===== config.mk =====
export PLATFORM = sky130hd
export DESIGN_NAME = indexed_list_engine_unit
export DESIGN_NICKNAME = d
export VERILOG_FILES = /design/src/rtl/core/ile_pkg.sv /design/src/rtl/core/ile_ram.sv /design/src/rtl/core/ile_ctrl.sv /design/src/rtl/core/ile_datapath.sv /design/src/rtl/core/indexed_list_engine_unit.sv
export SDC_FILE = /design/constraint.sdc
export NUM_CORES = 2
export LEC_CHECK = 0
export BUFFER_PORTS_ARGS = -buffer_cell sky130_fd_sc_hd__buf_2
export CELL_PAD_IN_SITES_DETAIL_PLACEMENT = 1
export CELL_PAD_IN_SITES_GLOBAL_PLACEMENT = 2
export CORE_MARGIN = 2
export CORE_UTILIZATION = 42
export CTS_CLUSTER_DIAMETER = 100
export CTS_CLUSTER_SIZE = 28
export DETAILED_ROUTE_END_ITERATION = 10
export GPL_ROUTABILITY_DRIVEN = 0
export HOLD_SLACK_MARGIN = 0.08
export MAX_ROUTING_LAYER = met4
export PLACE_DENSITY = 0.82
export SYNTH_ARGS = -nofsm -noshare
export SYNTH_HDL_FRONTEND = slang
export SYNTH_SLANG_ARGS = --single-unit

===== constraint.sdc =====
create_clock -name aclk -period 9.5 [get_ports aclk]
set_input_delay 1.9 -clock aclk [delete_from_list [all_inputs] [get_ports aclk]]
set_output_delay 1.9 -clock aclk [all_outputs]
set_load 0.01 [all_outputs]

===== src/rtl/core/ile_pkg.sv =====
// Shared types and codes for the indexed list engine.
// No dependencies; ile_ctrl, ile_datapath and the top unit import this package.
package ile_pkg;

    // Default list capacity in entries
    localparam int CAPACITY_DEF = 64;

    localparam int CMD_W   = 3;
    localparam int INDEX_W = 7;
    localparam int VALUE_W = 64;
    localparam int STAT_W  = 2;
    localparam int COUNT_W = 7;

    // Command codes
    localparam logic [CMD_W-1:0] CMD_INS_HEAD = 3'd0;
    localparam logic [CMD_W-1:0] CMD_INS_TAIL = 3'd1;
    localparam logic [CMD_W-1:0] CMD_INS_AT   = 3'd2;
    localparam logic [CMD_W-1:0] CMD_UPDATE   = 3'd3;
    localparam logic [CMD_W-1:0] CMD_RM_FIRST = 3'd4;
    localparam logic [CMD_W-1:0] CMD_RM_LAST  = 3'd5;
    localparam logic [CMD_W-1:0] CMD_RM_AT    = 3'd6;
    localparam logic [CMD_W-1:0] CMD_READ     = 3'd7;

    // Status codes
    localparam logic [STAT_W-1:0] ST_OK   = 2'd0;
    localparam logic [STAT_W-1:0] ST_BAD  = 2'd1;
    localparam logic [STAT_W-1:0] ST_FULL = 2'd2;

    typedef struct packed {
        logic [CMD_W-1:0]   command;
        logic [INDEX_W-1:0] index;
        logic [VALUE_W-1:0] value;
    } in_item_t;

    typedef struct packed {
        logic [STAT_W-1:0]  status;
        logic [VALUE_W-1:0] read_value;
        logic [COUNT_W-1:0] count;
    } out_item_t;

    // Controller to datapath
    typedef struct packed {
        logic accept;   // take the input item, decode and start it
        logic step;     // move one entry of the shift walk
        logic put;      // write the inserted value into the opened gap
        logic load;     // load the result into the output register
    } ctl_cmd_t;

    // Datapath to controller
    typedef struct packed {
        logic plan_shift;  // incoming item needs a shift walk
        logic ins_dir;     // walk in progress opens a gap (insert)
        logic shift_last;  // current step is the final move
        logic out_free;    // output register can take a result
    } dp_sts_t;

endpackage


===== src/rtl/core/ile_ram.sv =====
// Generic simple dual-port RAM: one write port, one read port, registered read.
// No dependencies.
module ile_ram #(
    parameter int WIDTH = 64,
    parameter int DEPTH = 64
) (
    input  logic                     aclk,
    input  logic                     wr_en,
    input  logic [$clog2(DEPTH)-1:0] wr_addr,
    input  logic [WIDTH-1:0]         wr_data,
    input  logic                     rd_en,
    input  logic [$clog2(DEPTH)-1:0] rd_addr,
    output logic [WIDTH-1:0]         rd_data
);
    logic [WIDTH-1:0] mem [DEPTH];
    logic [WIDTH-1:0] rd_data_reg;

    always_ff @(posedge aclk) begin
        if (wr_en) begin
            mem[wr_addr] <= wr_data;
        end
        if (rd_en) begin
            rd_data_reg <= mem[rd_addr];
        end
    end

    assign rd_data = rd_data_reg;
endmodule


===== src/rtl/core/ile_ctrl.sv =====
// Sequencing state machine of the indexed list engine.
// Depends on ile_pkg for the command and status structs.
module ile_ctrl (
    input  logic              aclk,
    input  logic              aresetn,
    input  logic              s_valid,
    output logic              s_ready,
    input  ile_pkg::dp_sts_t  sts,
    output ile_pkg::ctl_cmd_t cmd
);
    import ile_pkg::*;

    localparam logic [1:0] S_IDLE  = 2'd0;
    localparam logic [1:0] S_SHIFT = 2'd1;
    localparam logic [1:0] S_PUT   = 2'd2;
    localparam logic [1:0] S_DONE  = 2'd3;

    logic [1:0] state_reg, state_next;

    // Next state and commands
    always_comb begin
        state_next = state_reg;
        cmd        = '0;
        s_ready    = 1'b0;
        case (state_reg)
            S_IDLE: begin
                s_ready = 1'b1;
                if (s_valid) begin
                    cmd.accept = 1'b1;
                    state_next = sts.plan_shift ? S_SHIFT : S_DONE;
                end
            end
            S_SHIFT: begin
                cmd.step = 1'b1;
                if (sts.shift_last) begin
                    state_next = sts.ins_dir ? S_PUT : S_DONE;
                end
            end
            S_PUT: begin
                cmd.put    = 1'b1;
                state_next = S_DONE;
            end
            S_DONE: begin
                if (sts.out_free) begin
                    cmd.load   = 1'b1;
                    state_next = S_IDLE;
                end
            end
            default: begin
                state_next = S_IDLE;
            end
        endcase
    end

    always_ff @(posedge aclk) begin
        if (!aresetn) begin
            state_reg <= S_IDLE;
        end else begin
            state_reg <= state_next;
        end
    end
endmodule


===== src/rtl/core/ile_datapath.sv =====
// Datapath: command decode, entry count, shift walk pointer, entry RAM, output register.
// Depends on ile_pkg and ile_ram.
module ile_datapath #(
    parameter int CAPACITY = ile_pkg::CAPACITY_DEF
) (
    input  logic               aclk,
    input  logic               aresetn,
    input  ile_pkg::in_item_t  s_item,
    input  ile_pkg::ctl_cmd_t  cmd,
    output ile_pkg::dp_sts_t   sts,
    output logic               m_valid,
    input  logic               m_ready,
    output ile_pkg::out_item_t m_item
);
    import ile_pkg::*;

    localparam int CNT_W  = $clog2(CAPACITY + 1);
    localparam int ADDR_W = $clog2(CAPACITY);
    localparam int CMP_W  = (CNT_W > INDEX_W) ? CNT_W : INDEX_W;
    localparam int OCW_W  = (CNT_W > COUNT_W) ? CNT_W : COUNT_W;

    logic [CNT_W-1:0]   count_reg, count_next;
    logic [CNT_W-1:0]   k_reg, k_next;
    logic [CNT_W-1:0]   pos_reg;
    logic               dir_reg;
    logic [VALUE_W-1:0] value_reg;
    logic [STAT_W-1:0]  status_reg;
    logic               rdsel_reg;
    logic               m_valid_reg, m_valid_next;
    out_item_t          m_item_reg;

    // Decode signals
    logic [CMP_W-1:0]  idx_ext, cnt_ext, pos_ext;
    logic [CNT_W-1:0]  pos;
    logic [STAT_W-1:0] status;
    logic              full, empty, in_range, ok, is_ins, is_rm, at_end, plan_shift;
    logic              shift_last;

    // RAM port signals
    logic               wr_en, rd_en;
    logic [ADDR_W-1:0]  wr_addr, rd_addr;
    logic [VALUE_W-1:0] wr_data, rd_data;
    logic [OCW_W-1:0]   cnt_out;

    // Command decode and checks against the current count
    always_comb begin
        idx_ext  = CMP_W'(s_item.index);
        cnt_ext  = CMP_W'(count_reg);
        full     = (count_reg == CNT_W'(CAPACITY));
        empty    = (count_reg == '0);
        in_range = (idx_ext < cnt_ext);
        is_ins   = s_item.command inside {CMD_INS_HEAD, CMD_INS_TAIL, CMD_INS_AT};
        is_rm    = s_item.command inside {CMD_RM_FIRST, CMD_RM_LAST, CMD_RM_AT};
        pos_ext  = '0;
        status   = ST_OK;
        case (s_item.command)
            CMD_INS_HEAD: begin
                status = full ? ST_FULL : ST_OK;
            end
            CMD_INS_TAIL: begin
                pos_ext = cnt_ext;
                status  = full ? ST_FULL : ST_OK;
            end
            CMD_INS_AT: begin
                pos_ext = idx_ext;
                if (idx_ext > cnt_ext) begin
                    status = ST_BAD;
                end else if (full) begin
                    status = ST_FULL;
                end
            end
            CMD_RM_FIRST: begin
                status = empty ? ST_BAD : ST_OK;
            end
            CMD_RM_LAST: begin
                pos_ext = cnt_ext - CMP_W'(1);
                status  = empty ? ST_BAD : ST_OK;
            end
            CMD_UPDATE, CMD_RM_AT, CMD_READ: begin
                pos_ext = idx_ext;
                status  = in_range ? ST_OK : ST_BAD;
            end
            default: begin
                status = ST_BAD;
            end
        endcase
        ok         = (status == ST_OK);
        pos        = pos_ext[CNT_W-1:0];
        at_end     = is_ins ? (pos_ext == cnt_ext) : (pos_ext + CMP_W'(1) == cnt_ext);
        plan_shift = ok && (is_ins || is_rm) && !at_end;
    end

    // Walk end: insert stops once the gap reaches pos, remove at the new tail
    assign shift_last = dir_reg ? (k_reg - CNT_W'(1) == pos_reg)
                                : (k_reg + CNT_W'(1) == count_reg);

    // RAM port steering
    always_comb begin
        wr_en   = 1'b0;
        rd_en   = 1'b0;
        wr_addr = '0;
        rd_addr = '0;
        wr_data = rd_data;
        if (cmd.accept && ok) begin
            if (s_item.command == CMD_UPDATE || (is_ins && !plan_shift)) begin
                wr_en   = 1'b1;
                wr_addr = pos[ADDR_W-1:0];
                wr_data = s_item.value;
            end else if (is_ins) begin
                rd_en   = 1'b1;
                rd_addr = ADDR_W'(count_reg - CNT_W'(1));
            end else if (is_rm && plan_shift) begin
                rd_en   = 1'b1;
                rd_addr = ADDR_W'(pos + CNT_W'(1));
            end else if (s_item.command == CMD_READ) begin
                rd_en   = 1'b1;
                rd_addr = pos[ADDR_W-1:0];
            end
        end
        if (cmd.step) begin
            wr_en   = 1'b1;
            wr_addr = k_reg[ADDR_W-1:0];
            if (!shift_last) begin
                rd_en   = 1'b1;
                rd_addr = dir_reg ? ADDR_W'(k_reg - CNT_W'(2)) : ADDR_W'(k_reg + CNT_W'(2));
            end
        end
        if (cmd.put) begin
            wr_en   = 1'b1;
            wr_addr = pos_reg[ADDR_W-1:0];
            wr_data = value_reg;
        end
    end

    ile_ram #(
        .WIDTH(VALUE_W),
        .DEPTH(CAPACITY)
    ) u_entries (
        .aclk   (aclk),
        .wr_en  (wr_en),
        .wr_addr(wr_addr),
        .wr_data(wr_data),
        .rd_en  (rd_en),
        .rd_addr(rd_addr),
        .rd_data(rd_data)
    );

    // Count, walk pointer and output valid
    always_comb begin
        count_next   = count_reg;
        k_next       = k_reg;
        m_valid_next = m_valid_reg;
        if (cmd.accept && ok && is_ins) begin
            count_next = count_reg + CNT_W'(1);
        end else if (cmd.accept && ok && is_rm) begin
            count_next = count_reg - CNT_W'(1);
        end
        if (cmd.accept) begin
            k_next = is_ins ? count_reg : pos;
        end else if (cmd.step) begin
            k_next = dir_reg ? (k_reg - CNT_W'(1)) : (k_reg + CNT_W'(1));
        end
        if (cmd.load) begin
            m_valid_next = 1'b1;
        end else if (m_ready) begin
            m_valid_next = 1'b0;
        end
    end

    always_ff @(posedge aclk) begin
        if (!aresetn) begin
            count_reg   <= '0;
            m_valid_reg <= 1'b0;
        end else begin
            count_reg   <= count_next;
            m_valid_reg <= m_valid_next;
        end
    end

    // Item payload and result registers
    assign cnt_out = OCW_W'(count_reg);

    always_ff @(posedge aclk) begin
        k_reg <= k_next;
        if (cmd.accept) begin
            pos_reg    <= pos;
            dir_reg    <= is_ins;
            value_reg  <= s_item.value;
            status_reg <= status;
            rdsel_reg  <= ok && (s_item.command == CMD_READ);
        end
        if (cmd.load) begin
            m_item_reg.status     <= status_reg;
            m_item_reg.read_value <= rdsel_reg ? rd_data : '0;
            m_item_reg.count      <= cnt_out[COUNT_W-1:0];
        end
    end

    assign sts.plan_shift = plan_shift;
    assign sts.ins_dir    = dir_reg;
    assign sts.shift_last = shift_last;
    assign sts.out_free   = !m_valid_reg || m_ready;
    assign m_valid        = m_valid_reg;
    assign m_item         = m_item_reg;

    // Checks
    a_count_bound: assert property (@(posedge aclk) disable iff (!aresetn)
        count_reg <= CNT_W'(CAPACITY))
        else $error("entry count above capacity");

    a_fail_keeps_count: assert property (@(posedge aclk) disable iff (!aresetn)
        cmd.accept && !ok |=> $stable(count_reg))
        else $error("failed command changed the count");

    a_no_rw_collision: assert property (@(posedge aclk) disable iff (!aresetn)
        wr_en && rd_en |-> wr_addr != rd_addr)
        else $error("read and write to the same entry in one cycle");

    a_load_when_free: assert property (@(posedge aclk) disable iff (!aresetn)
        cmd.load |-> (!m_valid_reg || m_ready))
        else $error("result loaded over an item not yet taken");
endmodule


===== src/rtl/core/indexed_list_engine_unit.sv =====
// Indexed list engine: bounded ordered list with positional insert, remove, update, read.
// An item without shifts goes straight to the result load; a shifting insert first walks the
// entries and then puts the value into the gap, a shifting remove only walks the entries.
// One item in flight; the next item is taken the cycle after the result loads, and the load
// waits for a free output. Shift walks move one entry per cycle, one read and one write each.
// Reset (aresetn, sync, low) empties the list and clears output valid; entries are not cleared.
module indexed_list_engine_unit #(
    parameter int CAPACITY = ile_pkg::CAPACITY_DEF
) (
    input  logic               aclk,
    input  logic               aresetn,
    input  logic               s_valid,
    output logic               s_ready,
    input  ile_pkg::in_item_t  s_item,
    output logic               m_valid,
    input  logic               m_ready,
    output ile_pkg::out_item_t m_item
);
    import ile_pkg::*;

    ctl_cmd_t cmd;
    dp_sts_t  sts;

    ile_ctrl u_ctrl (
        .aclk   (aclk),
        .aresetn(aresetn),
        .s_valid(s_valid),
        .s_ready(s_ready),
        .sts    (sts),
        .cmd    (cmd)
    );

    ile_datapath #(
        .CAPACITY(CAPACITY)
    ) u_datapath (
        .aclk   (aclk),
        .aresetn(aresetn),
        .s_item (s_item),
        .cmd    (cmd),
        .sts    (sts),
        .m_valid(m_valid),
        .m_ready(m_ready),
        .m_item (m_item)
    );
endmodule

---- Word-level counts from Yosys, hierarchy flattened ----
Memories as Yosys holds them, arrays and structs flattened. A register that Yosys moved wholly into a read port is not among the register bits.
Cells that the tools add are included.
word-level totals
  register bits ........................... 165
  memories kept ........................... 1
  output and inout bits ................... 75
  memory bits (writable) .................. 4096
memories
  memory                    words  bits a word  rd ports  clocked after Yosys merged registers in  wr ports  RTL line       RTL
  u_datapath.u_entries.mem  64     64           1         1                                        1         ile_ram.sv:15  logic [WIDTH-1:0] mem [DEPTH];
operators by class
  $lt $le $gt $ge ......................... 2
  mux-type cells .......................... 57
  eq/ne operators ......................... 18
  reduce and logical (&&, ||, !) cells .... 28
  add/sub/neg operators ................... 7
operators by type and width
  kind                                                                number
  64-bit 2-to-1 mux                                                   3
  6-bit 2-to-1 mux                                                    12
  7-bit 2-to-1 mux                                                    6
  7-bit == test                                                       4
  1-bit 2-to-1 mux                                                    27
  7-bit by 1-bit adder with 7-bit output, second input constant       3
  7-bit case mux with 3 select lines                                  1
  2-bit case mux with 4 select lines                                  2
  7-bit by 1-bit subtractor with 7-bit output, second input constant  2
  3-bit == test, second input constant                                4
  2-bit 2-to-1 mux                                                    6
  1-bit logical AND                                                   8
  7-bit == test, second input constant                                1
  7-bit greater-than comparator                                       1
  7-bit zero test                                                     1
  7-bit less-than comparator                                          1
  6-bit by 2-bit adder with 6-bit output, second input constant       1
  3-bit by 2-bit == test with 1-bit output, second input constant     2
  2-bit nonzero test                                                  3
  3-bit nonzero test                                                  2
  6-bit by 2-bit subtractor with 6-bit output, second input constant  1
  2-bit == test, second input constant                                2
  2-bit zero test                                                     2
  2-bit inequality test, second input constant                        2
  10 further kinds                                                    15

---- Longest topological paths before layout ----
  depth in word-level cells ............... 17
  gate-level depth with buffers ........... 23
  mapped depth without buffers ............ 17

---- Modules after synthesis ----
A second synthesis with hierarchy kept.
second synthesis, totals
  cells, all modules ...................... 7380
  area total of the unflattened synthesis .. 166601.0 µm²
modules (own cells, without submodules)
  module        times used  area each (µm²)  cells each
  ile_ram       1           156989.3         6598
  ile_datapath  1           9419.0           761
  ile_ctrl      1           192.7            21

---- Worst setup path after synthesis ----
OpenSTA, ideal clock, no wires.
  path type ............................... input -> register
  start point ............................. in s_valid
  end point ............................... mem u_datapath.u_entries.mem[18][0] (enable)
  setup slack ............................. 1014 ps
  arrival ................................. 7999 ps
  path buffers ............................ 1
  setup time .............................. 487 ps
  cell stages on the path ................. 12
  cell sequence ........................... nand2_1 inv_1 nand2_1 a21o_1 nor2_1 o211ai_1 nor3b_1 a21oi_1 o21a_1 or3_1 clkbuf_1 nor2_1
RTL lines
  what         RTL line                        RTL
  from (decl)  indexed_list_engine_unit.sv:12  input logic s_valid,
  to (decl)    ile_ram.sv:15

---- Final worst setup path ----
  start point ............................. reg u_datapath.count_reg[2] (netlist: u_datapath.cnt_ext[2])
  end point ............................... mem u_datapath.u_entries.mem[20][17] (enable)
on the way
  longest elaborated chain between the ends .. 16
ends and longest elaborated chain
  what                                                                          RTL line                                RTL
  from (decl)                                                                   ile_datapath.sv:22                      logic [CNT_W-1:0] count_reg, count_next;
  from (signal assigned)                                                        ile_datapath.sv:175                     count_reg <= count_next;
  7-bit by 1-bit subtractor with 7-bit output or 7-bit == test (tied branches)  ile_datapath.sv:76, ile_datapath.sv:49
  7-bit case mux with 3 select lines or 2-bit 2-to-1 mux (tied branches)        -
  7-bit by 1-bit adder with 7-bit output or 2-bit 2-to-1 mux (tied branches)    ile_datapath.sv:89, ile_datapath.sv:66
  7-bit == test or 2-bit case mux with 4 select lines (tied branches)           ile_datapath.sv:89, ile_datapath.sv:56
  1-bit 2-to-1 mux or 2-bit zero test (tied branches)                           ile_datapath.sv:89, ile_datapath.sv:87
  1-bit zero test or 1-bit logical AND (tied branches)                          ile_datapath.sv:90                      plan_shift = ok && (is_ins || is_rm) && !at_end;
  1-bit logical AND                                                             ile_datapath.sv:90
  1-bit zero test                                                               ile_datapath.sv:105                     if (s_item.command == CMD_UPDATE || (is_ins && !plan_shift)) begin
  1-bit logical AND                                                             ile_datapath.sv:105
  1-bit logical OR                                                              ile_datapath.sv:105
  1-bit 2-to-1 mux                                                              ile_datapath.sv:105
  1-bit 2-to-1 mux                                                              ile_datapath.sv:104                     if (cmd.accept && ok) begin
  1-bit 2-to-1 mux                                                              ile_datapath.sv:120                     if (cmd.step) begin
  1-bit 2-to-1 mux                                                              ile_datapath.sv:128                     if (cmd.put) begin
  1-bit 2-to-1 mux                                                              ile_ram.sv:19                           if (wr_en) begin
  1-bit 2-to-1 mux (not written as such)                                        ile_ram.sv:20                           mem[wr_addr] <= wr_data;
Several ways; a longest one is shown, not always the timed one.

==> results.cfg <==
[final_layout]
final_cells = 18984
nets = 13276
layout-drive-gt1-share_pct = 11.0
areaGrowthSynthToFinish_pct = 8.25
largest_register_ffs = 4096

[logic_synthesis]
synth_cells = 13470
syn_area_sq_um = 185000
syn-num-nets = 13569
synthTopCellsByCount = edfxtp_1, nand2_1, nand3_1
ys_ff_latch = 4325
avgSynthCellArea_sq_um = 13.7
yosysSeqAreaShare_pct = 70.3
yosysUniqueCellTypes = 94
post-synth-top-count-cell = edfxtp_1
synth-edff-count = 4315
ys_warn_count = 0
ys.flop_type = edfxtp_1
postSynth.asyncResetShare_pct = 0
synthTopCellsByArea = edfxtp_1, nand2_1, mux4_2, nand3_1, o21ai_0
yosysTopAreaCellShare_pct = 70.2
yosysTopAreaCell = edfxtp_1

[place]
portBuffers = 152
dpl.cell_count = 18751
dp_hpwl_um = 351000

[sta]
fmax_mhz = 135
grt_setup_unrepaired = no
fin_hold_ws_ns = 0.434
finalCritPeriodShare_pct = 77.8
tightest_slew_ns = 1.25
relSlewSlack_pct = 16.9
setup_viol = 0
slew_viol_final = 0
finalHoldViolCount = 0
fin_tns_setup_ns = 0
min_period_ns = 7.39
clock_skew_ns = 0.0733

[global_routing]
antenna_found_initial = 20
grt_max_degree = 181
grt_pass1_vias = 123918
overflow = 0
grt_pass1_wl_um = 922000
grt_usage_pct = 29.4

[setup_path]
crit_slowest_cell = nor2_4
cp_cell_sequence = clkinv_1 -> ha_1 -> o21ai_0 -> a21oi_1 -> o21a_1 -> a21oi_1 -> nand2_1 -> o211ai_1 -> buf_4 -> nor3_1 -> a21oi_1 -> o21ai_0 -> nor2_1 -> nand2_1 -> nor2_4 -> buf_12
rrSetupSlack_ns = 2.11
cp_top_family = compound AO/OA/AOI/OAI gates
crit_path_start_kind = flip-flop
crit_buf_inv = 3
critPathMaxStageDelay_ns = 1.01
critical_path_arrival_ns = 8.03
worstSetupEndpointType = flip-flop
crit_type = flip-flop to flip-flop
cp_max_fo = 18
cp.required_ns = 10.14
rr_endpoint = u_datapath.u_entries.mem[20][17]
reg2regPathDepth = 16
crit_top_cell = a21oi_1
r2r-start = u_datapath.cnt_ext[2]

[floorplanning]
die_area_sq_um = 445000
placementRows = 243
start_util_pct = 42.2
die_h_um = 667
die_w_um = 667
coreArea_sq_um = 438000
io_pins = 153

[clock_tree]
clk_pin_slew_ns = 0.11
hold_buffers = 0
numCtsBuffers = 181
cts_resized = 0
clkSinkCount = 4325
root_buffer = clkbuf_16
clk_latency_ns = 1.01
ctsLongestPathBuffers = 4
cts_tree = yes
htreeDepth = 4
cts_setup_buffers = 0

[power]
power.leakage_uw = 0.0666
power_density_nw_per_um2 = 314
vdd_drop_max_mv = 0.291

[detailed_routing]
ant_nets = 0
drc_errors = 0
drt-total-wl_um = 648000
routedWlPerCell_um = 34.1
avgViaCountPerCell = 6.52
route.vias.total = 123793
drtIter0Drc = 18057
drt_pre_antenna_iters = 6

[run_status]
status = complete, no violations

[min_path]
hold_path.class = flip-flop to flip-flop
whs_path_depth = 0
min_to = u_datapath.m_item[72]
worstHoldStart = u_datapath.status_reg[1]

[flow_run]
cap_viol_max_count = 0
## worst max-delay path by stage
stage	slack, ns	cells after the start	startpoint	to
after CTS	2.21	16	u_datapath.cnt_ext[2]	u_datapath.u_entries.mem[20][17]
after floorplan	1.01	12	s_valid	u_datapath.u_entries.mem[18][0]
after global routing	1.78	16	u_datapath.cnt_ext[2]	u_datapath.u_entries.mem[20][17]
final	2.11	16	u_datapath.cnt_ext[2]	u_datapath.u_entries.mem[20][17]
after detailed placement	1.33	16	s_item[73]	u_datapath.u_entries.mem[20][63]
after global placement	1.34	16	s_item[73]	u_datapath.u_entries.mem[20][63]
## metrics by stage
stage               setup WS [ns]  utilization [%]  power, uW  cell area (sq um)
detailed placement           1.33             44.5      53200             195000
finish                       2.11             45.6      62700             200000
floorplan                    1.01                -      43300             185000
global route                 1.78             45.6      64900             200000
CTS                          2.21             45.6      62500             200000
global placement             1.34             44.5      52500             195000
## metal layers
layer	global-route usage [%]	share of wire (%)	up-vias
met3	3.97	9.2	1167
li1	-	-	50460
met1	39.5	39	65563
met2	45.4	47	6603
met5	-	0	-
met4	11.7	4.8	0
## area by class of cell
type / instances / area [sq um]
fill: 43554 / 238000
sequential: 4325 / 130000
multi-input combinational: 8036 / 51400
tap: 5757 / 7200
timing repair buffer: 603 / 6300
clock buffer: 186 / 4570
clock inverter: 30 / 403
inverter: 30 / 118
antenna: 17 / 42.5
## cell families after synthesis
group           synth area share [%]
buf+inv                         2.58
flops                           70.3
mux                             7.21
xor+xnor                       0.246
simple gates                    12.3
compound gates                  7.21
fa+ha+maj                      0.146
## report_power, final
group          switching (uW)  internal, uW
registers                 786         26700
logic                   18100          7510
clock network            6010          3620
## layout by cell type (no fill, tap or decap), types with 19 or more instances in the layout
| master | Yosys | layout |
|---|---|---|
| a41o_1 | 125 | 125 |
| nand3_1 | 1731 | 1730 |
| and3_1 | 143 | 142 |
| a221oi_1 | 132 | 132 |
| edfxtp_1 | 4315 | 4315 |
| nor4_1 | 33 | 33 |
| buf_12 | 0 | 172 |
| buf_2 | 175 | 152 |
| buf_4 | 32 | 279 |
| xnor2_1 | 41 | 41 |
| ha_1 | 20 | 19 |
| inv_1 | 26 | 25 |
| mux2i_1 | 333 | 333 |
| a311oi_1 | 133 | 133 |
| mux4_2 | 442 | 442 |
| o211a_1 | 64 | 64 |
| nor2_4 | 2 | 68 |
| nor4_2 | 33 | 33 |
| o31ai_1 | 63 | 63 |
| a31oi_1 | 135 | 135 |
| a311o_1 | 64 | 64 |
| a21oi_1 | 292 | 292 |
| o21ai_4 | 0 | 64 |
| o21ai_0 | 782 | 718 |
| nor2_1 | 347 | 281 |
| and2_1 | 76 | 75 |
| nand2_1 | 2752 | 2747 |
| a211oi_1 | 136 | 136 |
| clkbuf_16 | 0 | 182 |
(Power assumes the default switching activity.)
